`config.mk`:
```
export PLATFORM = sky130hd
export DESIGN_NAME = modbus_rtu_response_receiver_flat
export DESIGN_NICKNAME = d
export VERILOG_FILES = /design/src/hdl/mrr_pkg.sv /design/src/hdl/mrr_byte_if.sv /design/src/hdl/mrr_result_if.sv /design/src/hdl/mrr_in_stage.sv /design/src/hdl/mrr_parser.sv /design/src/hdl/modbus_rtu_response_receiver.sv /design/src/flat_wrapper.sv
export SDC_FILE = /design/constraint.sdc
export NUM_CORES = 1
export LEC_CHECK = 0
export BUFFER_PORTS_ARGS = -buffer_cell sky130_fd_sc_hd__buf_4
export CAP_MARGIN = 20
export CORE_ASPECT_RATIO = 0.6
export CORE_MARGIN = 5
export CORE_UTILIZATION = 56
export DETAILED_ROUTE_END_ITERATION = 8
export PLACE_DENSITY_LB_ADDON = 0.05
export SLEW_MARGIN = 20
export SYNTH_ARGS = -nofsm -noshare
export SYNTH_HDL_FRONTEND = slang
export SYNTH_SLANG_ARGS = --single-unit
```
`constraint.sdc`:
```
create_clock -name i_clk -period 5.6 [get_ports i_clk]
set_input_delay 0.56 -clock i_clk [delete_from_list [all_inputs] [get_ports i_clk]]
set_output_delay 0.56 -clock i_clk [all_outputs]
set_load 0.01 [all_outputs]
```
`src/hdl/mrr_pkg.sv`:
```
// ----------------------------------------------------------------------------
// mrr_pkg
// Types, codes and helper functions shared by the response receiver modules.
// ----------------------------------------------------------------------------
`default_nettype none

package mrr_pkg;

    typedef enum logic [3:0] {
        PH_ADDR    = 4'd0,
        PH_FUNC    = 4'd1,
        PH_COUNT   = 4'd2,
        PH_FIFO_HI = 4'd3,
        PH_FIFO_LO = 4'd4,
        PH_PAYLOAD = 4'd5,
        PH_EXC     = 4'd6,
        PH_CRC_LO  = 4'd7,
        PH_CRC_HI  = 4'd8
    } t_phase;

    typedef enum logic [2:0] {
        ST_OK        = 3'd0,
        ST_CRC_BAD   = 3'd1,
        ST_EXCEPTION = 3'd2,
        ST_UNKNOWN   = 3'd3,
        ST_DIAG_BAD  = 3'd4,
        ST_TOO_LONG  = 3'd5
    } t_status;

    typedef enum logic [2:0] {
        FC_COUNT,
        FC_FIXED,
        FC_FIFO,
        FC_EXC,
        FC_UNKNOWN
    } t_fclass;

    localparam logic        ITEM_PAYLOAD = 1'b0;
    localparam logic        ITEM_STATUS  = 1'b1;

    localparam logic [15:0] CRC_INIT     = 16'hFFFF;
    localparam logic [15:0] CRC_POLY     = 16'hA001;

    localparam logic [7:0]  FN_EXC_MIN   = 8'h80;
    localparam logic [7:0]  FN_DIAG      = 8'h08;
    localparam logic [7:0]  DIAG_ECHO_0  = 8'h54;
    localparam logic [7:0]  DIAG_ECHO_1  = 8'h65;

    localparam logic [2:0]  DIAG_ALL     = 3'b111;

    typedef struct packed {
        logic       item_type;
        logic [7:0] slave_address;
        logic [7:0] function_code;
        logic [7:0] payload_byte;
        logic [7:0] byte_index;
        logic [7:0] payload_length;
        t_status    frame_status;
        logic [7:0] exception_code;
        logic       deliver;
    } t_result;

    // One byte of CRC-16/MODBUS, reflected polynomial, LSB first.
    function automatic logic [15:0] crc16_byte(input logic [15:0] crc,
                                               input logic [7:0]  b);
        logic [15:0] c;
        c = crc ^ {8'h00, b};
        for (int i = 0; i < 8; i++) begin
            c = c[0] ? ((c >> 1) ^ CRC_POLY) : (c >> 1);
        end
        return c;
    endfunction

    function automatic t_fclass func_class(input logic [7:0] f);
        t_fclass k;
        if (f >= FN_EXC_MIN) begin
            k = FC_EXC;
        end else begin
            unique case (f)
                8'h01, 8'h02, 8'h03, 8'h04,
                8'h0C, 8'h14, 8'h15, 8'h17: k = FC_COUNT;
                8'h05, 8'h06, 8'h0B, 8'h0F,
                8'h10, 8'h08, 8'h07, 8'h16: k = FC_FIXED;
                8'h18:                      k = FC_FIFO;
                default:                    k = FC_UNKNOWN;
            endcase
        end
        return k;
    endfunction

    // Payload length of the functions with a fixed response size.
    function automatic logic [15:0] fixed_len(input logic [7:0] f);
        logic [15:0] n;
        unique case (f)
            8'h07:   n = 16'd1;
            8'h16:   n = 16'd6;
            default: n = 16'd4;
        endcase
        return n;
    endfunction

endpackage

`default_nettype wire

```
`src/hdl/mrr_byte_if.sv`:
```
// ----------------------------------------------------------------------------
// mrr_byte_if
// Valid/ready channel carrying one received serial byte per beat.
// ----------------------------------------------------------------------------
`default_nettype none

interface mrr_byte_if;
    logic       valid;
    logic       ready;
    logic [7:0] rx_byte;

    modport source (output valid, output rx_byte, input ready);
    modport sink   (input valid, input rx_byte, output ready);
endinterface

`default_nettype wire

```
`src/hdl/mrr_result_if.sv`:
```
// ----------------------------------------------------------------------------
// mrr_result_if
// Valid/ready channel carrying one parser result per beat.
// ----------------------------------------------------------------------------
`default_nettype none

interface mrr_result_if;
    logic       valid;
    logic       ready;
    logic       item_type;
    logic [7:0] slave_address;
    logic [7:0] function_code;
    logic [7:0] payload_byte;
    logic [7:0] byte_index;
    logic [7:0] payload_length;
    logic [2:0] frame_status;
    logic [7:0] exception_code;
    logic       deliver;

    modport source (output valid, output item_type, output slave_address,
                    output function_code, output payload_byte, output byte_index,
                    output payload_length, output frame_status,
                    output exception_code, output deliver, input ready);
    modport sink   (input valid, input item_type, input slave_address,
                    input function_code, input payload_byte, input byte_index,
                    input payload_length, input frame_status,
                    input exception_code, input deliver, output ready);
endinterface

`default_nettype wire

```
`src/hdl/mrr_in_stage.sv`:
```
// ----------------------------------------------------------------------------
// mrr_in_stage
// Input register: holds one received byte until the parser consumes it.
// ----------------------------------------------------------------------------
`default_nettype none

module mrr_in_stage (
    input  wire        i_clk,
    input  wire        i_rst_n,
    mrr_byte_if.sink   i_rx,
    input  wire        i_take,
    output logic       o_valid,
    output logic [7:0] o_byte
);

    logic       r_valid;
    logic [7:0] r_byte;

    // A new beat is taken when the register is empty or drains this cycle.
    assign i_rx.ready = !r_valid || i_take;

    always_ff @(posedge i_clk) begin
        if (!i_rst_n) begin
            r_valid <= 1'b0;
        end else if (i_rx.ready) begin
            r_valid <= i_rx.valid;
        end
    end

    always_ff @(posedge i_clk) begin
        if (i_rx.valid && i_rx.ready) begin
            r_byte <= i_rx.rx_byte;
        end
    end

    assign o_valid = r_valid;
    assign o_byte  = r_byte;

endmodule

`default_nettype wire

```
`src/hdl/mrr_parser.sv`:
```
// ----------------------------------------------------------------------------
// mrr_parser
// Frame state machine, CRC accumulator and result register.
// ----------------------------------------------------------------------------
`default_nettype none

module mrr_parser
    import mrr_pkg::*;
#(
    parameter int MAX_PAYLOAD = 252
) (
    input  wire          i_clk,
    input  wire          i_rst_n,
    input  wire          i_valid,
    input  wire  [7:0]   i_byte,
    output logic         o_take,
    mrr_result_if.source o_res
);

    localparam logic [15:0] MaxLen = 16'(MAX_PAYLOAD);

    t_phase      r_phase, n_phase;
    logic [7:0]  r_addr, n_addr;
    logic [7:0]  r_func, n_func;
    logic [15:0] r_left, n_left;
    logic [7:0]  r_count, n_count;
    logic [15:0] r_crc, n_crc;
    logic [7:0]  r_crc_lo, n_crc_lo;
    logic [7:0]  r_exc, n_exc;
    logic [2:0]  r_diag, n_diag;
    logic        r_over, n_over;

    logic        r_out_valid;
    t_result     r_res, n_res;
    logic        n_emit;

    logic        w_adv;
    t_fclass     w_class;
    logic [15:0] w_start_len;
    logic [15:0] w_left_dec;
    logic [15:0] w_crc_feed;
    logic [15:0] w_crc_got;
    logic        w_room;

    assign w_adv      = i_valid && (!r_out_valid || o_res.ready);
    assign o_take     = w_adv;
    assign w_class    = func_class(i_byte);
    assign w_left_dec = r_left - 16'd1;
    assign w_crc_feed = crc16_byte(r_crc, i_byte);
    assign w_crc_got  = {i_byte, r_crc_lo};
    assign w_room     = {8'h00, r_count} < MaxLen;

    // Length of a payload that starts after this byte.
    always_comb begin
        unique case (r_phase)
            PH_FUNC:    w_start_len = fixed_len(i_byte);
            PH_FIFO_LO: w_start_len = {r_left[15:8], i_byte};
            default:    w_start_len = {8'h00, i_byte};
        endcase
    end

    // Next phase.
    always_comb begin
        unique case (r_phase)
            PH_FUNC: begin
                unique case (w_class)
                    FC_EXC:   n_phase = PH_EXC;
                    FC_COUNT: n_phase = PH_COUNT;
                    FC_FIFO:  n_phase = PH_FIFO_HI;
                    FC_FIXED: n_phase = (w_start_len != 16'd0) ? PH_PAYLOAD : PH_CRC_LO;
                    default:  n_phase = PH_ADDR;
                endcase
            end
            PH_COUNT, PH_FIFO_LO: begin
                n_phase = (w_start_len != 16'd0) ? PH_PAYLOAD : PH_CRC_LO;
            end
            PH_FIFO_HI: n_phase = PH_FIFO_LO;
            PH_PAYLOAD: n_phase = (w_left_dec == 16'd0) ? PH_CRC_LO : PH_PAYLOAD;
            PH_EXC:     n_phase = PH_CRC_LO;
            PH_CRC_LO:  n_phase = PH_CRC_HI;
            default:    n_phase = (r_phase == PH_FUNC) ? PH_ADDR : PH_FUNC;
        endcase
        if (r_phase == PH_CRC_HI) begin
            n_phase = PH_ADDR;
        end
    end

    // Datapath and result.
    always_comb begin
        n_addr   = r_addr;
        n_func   = r_func;
        n_left   = r_left;
        n_count  = r_count;
        n_crc    = r_crc;
        n_crc_lo = r_crc_lo;
        n_exc    = r_exc;
        n_diag   = r_diag;
        n_over   = r_over;
        n_emit   = 1'b0;
        n_res    = '0;

        unique case (r_phase)
            PH_FUNC: begin
                n_func = i_byte;
                n_crc  = w_crc_feed;
                if (w_class == FC_FIXED) begin
                    n_left = w_start_len;
                    n_over = w_start_len > MaxLen;
                end else if (w_class == FC_UNKNOWN) begin
                    n_emit             = 1'b1;
                    n_res.item_type    = ITEM_STATUS;
                    n_res.frame_status = ST_UNKNOWN;
                end
            end
            PH_COUNT, PH_FIFO_LO: begin
                n_crc  = w_crc_feed;
                n_left = w_start_len;
                n_over = w_start_len > MaxLen;
            end
            PH_FIFO_HI: begin
                n_crc  = w_crc_feed;
                n_left = {i_byte, 8'h00};
            end
            PH_PAYLOAD: begin
                n_crc  = w_crc_feed;
                n_left = w_left_dec;
                if (w_room) begin
                    // The diagnostic echo check looks at the first four bytes only.
                    if (r_func == FN_DIAG) begin
                        if (r_count == 8'd0 && i_byte == 8'h00) n_diag[0] = 1'b1;
                        if (r_count == 8'd1 && i_byte == 8'h00) n_diag[1] = 1'b1;
                        if (r_count == 8'd2 && i_byte != DIAG_ECHO_0) n_diag[2] = 1'b1;
                        if (r_count == 8'd3 && i_byte != DIAG_ECHO_1) n_diag[2] = 1'b1;
                    end
                    n_emit             = 1'b1;
                    n_res.item_type    = ITEM_PAYLOAD;
                    n_res.payload_byte = i_byte;
                    n_res.byte_index   = r_count;
                    n_count            = r_count + 8'd1;
                end
            end
            PH_EXC: begin
                n_crc = w_crc_feed;
                n_exc = i_byte;
            end
            PH_CRC_LO: begin
                n_crc_lo = i_byte;
            end
            PH_CRC_HI: begin
                n_emit               = 1'b1;
                n_res.item_type      = ITEM_STATUS;
                n_res.payload_length = r_count;
                priority if (r_over) begin
                    n_res.frame_status = ST_TOO_LONG;
                end else if (w_crc_got != r_crc) begin
                    n_res.frame_status = ST_CRC_BAD;
                end else if (r_func >= FN_EXC_MIN) begin
                    n_res.frame_status = ST_EXCEPTION;
                end else if (r_func == FN_DIAG && r_diag == DIAG_ALL) begin
                    n_res.frame_status = ST_DIAG_BAD;
                end else begin
                    n_res.frame_status = ST_OK;
                end
                n_res.exception_code = (r_func >= FN_EXC_MIN) ? r_exc : 8'h00;
                n_res.deliver = (n_res.frame_status == ST_OK) && (r_func != FN_DIAG);
            end
            default: begin
                n_crc    = crc16_byte(CRC_INIT, i_byte);
                n_addr   = i_byte;
                n_func   = 8'h00;
                n_left   = 16'd0;
                n_count  = 8'd0;
                n_crc_lo = 8'h00;
                n_exc    = 8'h00;
                n_diag   = 3'b000;
                n_over   = 1'b0;
            end
        endcase

        n_res.slave_address = n_addr;
        n_res.function_code = n_func;
    end

    always_ff @(posedge i_clk) begin
        if (!i_rst_n) begin
            r_phase     <= PH_ADDR;
            r_addr      <= 8'h00;
            r_func      <= 8'h00;
            r_left      <= 16'd0;
            r_count     <= 8'd0;
            r_crc       <= CRC_INIT;
            r_crc_lo    <= 8'h00;
            r_exc       <= 8'h00;
            r_diag      <= 3'b000;
            r_over      <= 1'b0;
            r_out_valid <= 1'b0;
        end else begin
            if (w_adv) begin
                r_phase  <= n_phase;
                r_addr   <= n_addr;
                r_func   <= n_func;
                r_left   <= n_left;
                r_count  <= n_count;
                r_crc    <= n_crc;
                r_crc_lo <= n_crc_lo;
                r_exc    <= n_exc;
                r_diag   <= n_diag;
                r_over   <= n_over;
            end
            if (w_adv) begin
                r_out_valid <= n_emit;
            end else if (o_res.ready) begin
                r_out_valid <= 1'b0;
            end
        end
    end

    always_ff @(posedge i_clk) begin
        if (w_adv && n_emit) begin
            r_res <= n_res;
        end
    end

    assign o_res.valid          = r_out_valid;
    assign o_res.item_type      = r_res.item_type;
    assign o_res.slave_address  = r_res.slave_address;
    assign o_res.function_code  = r_res.function_code;
    assign o_res.payload_byte   = r_res.payload_byte;
    assign o_res.byte_index     = r_res.byte_index;
    assign o_res.payload_length = r_res.payload_length;
    assign o_res.frame_status   = r_res.frame_status;
    assign o_res.exception_code = r_res.exception_code;
    assign o_res.deliver        = r_res.deliver;

    a_status_ends_frame: assert property (@(posedge i_clk) disable iff (!i_rst_n)
        (w_adv && n_emit && n_res.item_type == ITEM_STATUS) |=> (r_phase == PH_ADDR))
        else $error("status result did not return the parser to address phase");

    a_payload_has_bytes: assert property (@(posedge i_clk) disable iff (!i_rst_n)
        (r_phase == PH_PAYLOAD) |-> (r_left != 16'd0))
        else $error("payload phase entered with no bytes left");

    a_index_in_range: assert property (@(posedge i_clk) disable iff (!i_rst_n)
        (r_out_valid && r_res.item_type == ITEM_PAYLOAD) |->
            ({8'h00, r_res.byte_index} < MaxLen && r_res.frame_status == ST_OK))
        else $error("payload result with bad index or status");

    a_deliver_ok: assert property (@(posedge i_clk) disable iff (!i_rst_n)
        (r_out_valid && r_res.deliver) |->
            (r_res.item_type == ITEM_STATUS && r_res.frame_status == ST_OK &&
             r_res.function_code != FN_DIAG))
        else $error("delivered frame is not a clean status");

endmodule

`default_nettype wire

```
`src/hdl/modbus_rtu_response_receiver.sv`:
```
// Path: a byte taken from i_rx is held in the input register, parsed
// combinationally, and its result is registered before it is offered on o_res.
// Throughput: one byte per cycle unless o_res stalls, set by the single-pass
// parse between the two registers; a byte that causes no result produces no output.
// Reset: synchronous, active low; parser waits for an address, CRC at 0xFFFF.
// ----------------------------------------------------------------------------
// modbus_rtu_response_receiver
// Parses Modbus RTU response frames byte by byte, checks CRC-16/MODBUS and
// emits each payload byte up to MAX_PAYLOAD followed by one end-of-frame status.
// ----------------------------------------------------------------------------
`default_nettype none

module modbus_rtu_response_receiver
    import mrr_pkg::*;
#(
    parameter int MAX_PAYLOAD = 252
) (
    input  wire          i_clk,
    input  wire          i_rst_n,
    mrr_byte_if.sink     i_rx,
    mrr_result_if.source o_res
);

    logic       w_in_valid;
    logic [7:0] w_in_byte;
    logic       w_take;

    mrr_in_stage u_in_stage (
        .i_clk   (i_clk),
        .i_rst_n (i_rst_n),
        .i_rx    (i_rx),
        .i_take  (w_take),
        .o_valid (w_in_valid),
        .o_byte  (w_in_byte)
    );

    mrr_parser #(
        .MAX_PAYLOAD (MAX_PAYLOAD)
    ) u_parser (
        .i_clk   (i_clk),
        .i_rst_n (i_rst_n),
        .i_valid (w_in_valid),
        .i_byte  (w_in_byte),
        .o_take  (w_take),
        .o_res   (o_res)
    );

endmodule

`default_nettype wire
```
`src/flat_wrapper.sv`:
```
// flat-port wrapper written by rule: the top's interface ports become plain ports
module modbus_rtu_response_receiver_flat import mrr_pkg::*;
#(
    parameter int MAX_PAYLOAD = 252
)
  (i_clk, i_rst_n, i_rx_valid, i_rx_rx_byte, i_rx_ready, o_res_valid, o_res_item_type, o_res_slave_address, o_res_function_code, o_res_payload_byte, o_res_byte_index, o_res_payload_length, o_res_frame_status, o_res_exception_code, o_res_deliver, o_res_ready);
  mrr_byte_if i_rx_i ();
  mrr_result_if o_res_i ();
  input  wire i_clk;
  input  wire i_rst_n;
  input wire logic [$bits(i_rx_i.valid)-1:0] i_rx_valid;
  input wire logic [$bits(i_rx_i.rx_byte)-1:0] i_rx_rx_byte;
  output wire logic [$bits(i_rx_i.ready)-1:0] i_rx_ready;
  output wire logic [$bits(o_res_i.valid)-1:0] o_res_valid;
  output wire logic [$bits(o_res_i.item_type)-1:0] o_res_item_type;
  output wire logic [$bits(o_res_i.slave_address)-1:0] o_res_slave_address;
  output wire logic [$bits(o_res_i.function_code)-1:0] o_res_function_code;
  output wire logic [$bits(o_res_i.payload_byte)-1:0] o_res_payload_byte;
  output wire logic [$bits(o_res_i.byte_index)-1:0] o_res_byte_index;
  output wire logic [$bits(o_res_i.payload_length)-1:0] o_res_payload_length;
  output wire logic [$bits(o_res_i.frame_status)-1:0] o_res_frame_status;
  output wire logic [$bits(o_res_i.exception_code)-1:0] o_res_exception_code;
  output wire logic [$bits(o_res_i.deliver)-1:0] o_res_deliver;
  input wire logic [$bits(o_res_i.ready)-1:0] o_res_ready;
  assign i_rx_i.valid = i_rx_valid;
  assign i_rx_i.rx_byte = i_rx_rx_byte;
  assign i_rx_ready = i_rx_i.ready;
  assign o_res_valid = o_res_i.valid;
  assign o_res_item_type = o_res_i.item_type;
  assign o_res_slave_address = o_res_i.slave_address;
  assign o_res_function_code = o_res_i.function_code;
  assign o_res_payload_byte = o_res_i.payload_byte;
  assign o_res_byte_index = o_res_i.byte_index;
  assign o_res_payload_length = o_res_i.payload_length;
  assign o_res_frame_status = o_res_i.frame_status;
  assign o_res_exception_code = o_res_i.exception_code;
  assign o_res_deliver = o_res_i.deliver;
  assign o_res_i.ready = o_res_ready;
  modbus_rtu_response_receiver #(.MAX_PAYLOAD(MAX_PAYLOAD)) u_core (.i_clk(i_clk), .i_rst_n(i_rst_n), .i_rx(i_rx_i), .o_res(o_res_i));
endmodule
```
==> results.py <==
metrics = {
    "outcome": {
        "run_status": "completed",
    },
    "clock_network": {
        "clkTransAtPathRegs_ns": 0.06,
        "clk_latency_ns": 0.42,
        "cts_made_buffers": 17,
        "cts_tree": "yes",
        "h-tree-depth": 4,
        "clk_path_buf_depth": 2,
        "cts_sinks": 146,
        "cts_root_buf": "clkbuf_16",
        "cts_resized": 0,
        "cts_setup_buffers": 0,
        "cts_hold_buf": 0,
    },
    "floorplanning": {
        "die_y_um": 99.2,
        "die_w_um": 159,
        "core_area_um2": 12900,
        "pin_count": 67,
        "die-area_um2": 15700,
        "initial_core_util_pct": 57.4,
        "rows": 32,
    },
    "yosys": {
        "syn_nets": 836,
        "synth-async-reset-ratio_pct": 0,
        "netlist.area_leader.share_pct": 24.7,
        "syn_inst": 801,
        "synth_edf_count": 61,
        "yosys.area.top_type": "edfxtp_1",
        "avgSynthCellArea_um2": 9.27,
        "synth_area_um2": 7420,
        "synth_warnings": 0,
        "ys_top_cells_by_area": "edfxtp_1 25%, dfxtp_1 23%, nand2_1 5.6%",
        "synth-seq-cells": 146,
        "yosysSeqAreaShare_pct": 47.6,
        "ys.flop_type": "dfxtp_1",
        "yosysMostFrequentCell": "nand2_1",
        "yosys-top-cells-count": "110 x nand2_1, 85 x dfxtp_1, 65 x a21oi_1",
        "ys_types": 60,
    },
    "placed_design": {
        "dp_hpwl_um": 14600,
        "place_area_um2": 8000,
        "gp_congestion": 0.926,
        "port_buffers": 66,
    },
    "power_and_ir_drop": {
        "p_total_uw": 2850,
        "leakagePower_uw": 0.00324,
        "power_density_nw_per_um2": 328,
        "ir_drop_mv": 0.169,
    },
    "job": {
        "maxCapViolations": 0,
    },
    "timing": {
        "setup_tns_ns": 0,
        "max_freq_ghz": 0.264,
        "slew_violations": 0,
        "finalSetupViolations": 0,
        "rsz0062_at_grt": "no",
        "skew_ns": 0.00873,
        "tightest_slew_ns": 1.05,
        "fin_crit_ns": 3.78,
        "period_share_pct": 67.6,
        "slew_headroom_pct": 29.9,
        "timing.final.hold_violations": 0,
    },
    "detailed_routing": {
        "drt_pre_antenna_iters": 6,
        "vias_per_cell": 6.20,
        "drc": 0,
        "drt_iter0_markers": 744,
        "ant_nets": 0,
        "wl_per_cell_um": 20.6,
        "vias": 6352,
        "wl_um": 21100,
    },
    "global_route": {
        "grt_pass1_wl_um": 32700,
        "grt_pass1_vias": 5901,
        "grt_max_degree": 56,
        "antenna_found_initial": 0,
        "track_usage_pct": 26.8,
        "grt_overflow_total": 0,
    },
    "critical_path": {
        "r2r_slack_ns": 1.82,
        "crit_path_end_kind": "flop",
        "critical_path_class": "flop to flop",
        "required_ns": 5.68,
        "worstPathArrival_ns": 3.86,
        "critPathLaunchType": "flop",
        "crit_path_max_fanout": 33,
    },
    "cells_and_area": {
        "nNetsFinal": 877,
        "layout-drive-gt1-share_pct": 14.4,
        "diodes": 0,
        "final_area_um2": 8700,
        "syn_to_final_growth_pct": 17.2,
    },
    "hold_path": {
        "holdCritPathClass": "input pin to flop",
    },
}
[through the flow]
stage               setup slack [ns]  hold WS [ns]  cells  utilization [%]
floorplan                       2.60         0.430    801                -
CTS                             1.55         0.303   1025             67.3
finish                          1.82         0.311   1025             67.3
global route                    1.53         0.303   1025             67.3
detailed placement              1.56         0.451    993             61.8
global placement                1.79         0.442    993             61.8
[kinds of logic after synthesis]
group / count (synthesis) / synth area share, %
DFF: 146 / 47.6
muxes: 8 / 1.11
buffers and inverters: 74 / 3.93
adders and majority gates: 23 / 3.88
xor gates and xnor gates: 61 / 7.58
AOI/OAI and AO/OA: 174 / 14.9
and+or+nand+nor: 315 / 21.0
[critical path, cell delays in order (launching register included)]
cell and delay, ns:
dfxtp_1 0.84, nor2b_1 0.30, nand2_1 0.40, nor2_2 0.69, o221a_2 0.72, buf_4 0.47
[worst paths after layout]
path	from	endpoint	cells after the start
min	i_rx_rx_byte[5]	u_core.u_in_stage.o_byte[5]	1
min reg2reg	u_core.u_parser.r_addr[1]	u_core.u_parser.r_addr[1]	2
max	u_core.u_parser.r_phase[0]	u_core.u_parser.o_res.payload_byte[2]	5
max reg2reg	u_core.u_parser.r_phase[0]	u_core.u_parser.o_res.payload_byte[2]	5
[cells in the final DEF, fill, tap and decap left out, types with 17 or more instances in the layout]
cell type and n:
a21oi_1 65, and2_1 18, and3_1 17, buf_4 76, clkbuf_16 17, dfxtp_1 85
edfxtp_1 61, ha_1 23, inv_1 19, nand2_1 110, nand3_1 24, nor2_1 50
o21ai_0 27, xnor2_1 41, xor2_1 18
[layout make-up]
cell class	count	area [um^2]
repair buffers	76	571
clock buffers	17	425
inverters	20	75.1
flip-flops and latches	146	3530
well taps	170	213
fillers	992	4230
multi-input cells	581	3610
clock inverters	15	277
[per-layer routing]
metal | global-route usage [%] | vias to the layer above | part of all wire (%)
li1 | - | 2941 | -
met1 | 41.0 | 3010 | 46
met2 | 37.1 | 366 | 41
met3 | 7.48 | 35 | 12
met4 | 7.27 | 0 | 1.6
met5 | 0 | - | 0
[power by group]
| group | switching (uW) | internal [uW] | leakage [uW] | total (uW) |
|---|---|---|---|---|
| registers | 54.3 | 1130 | 0.00124 | 1180 |
| clock network | 476 | 889 | 0.000342 | 1370 |
| logic | 181 | 124 | 0.00166 | 304 |
[flip-flops by register name (all words and copies together) (netlist names), 4 cells and up, named ones only]
name and flops:
u_core.u_parser.o_res.payload_byte 8, u_core.u_parser.r_crc 16, u_core.u_in_stage.o_byte 8, u_core.u_parser.o_res.function_code 8, u_core.u_parser.o_res.payload_length 8, u_core.u_parser.r_crc_lo 8
u_core.u_parser.o_res.exception_code 8, u_core.u_parser.r_left 16, u_core.u_parser.r_phase 4, u_core.u_parser.r_addr 8, u_core.u_parser.o_res.byte_index 8, u_core.u_parser.o_res.slave_address 8
u_core.u_parser.r_exc 8, u_core.u_parser.r_count 8, u_core.u_parser.r_func 8
Note: power is estimated with default switching activity, not from simulation.
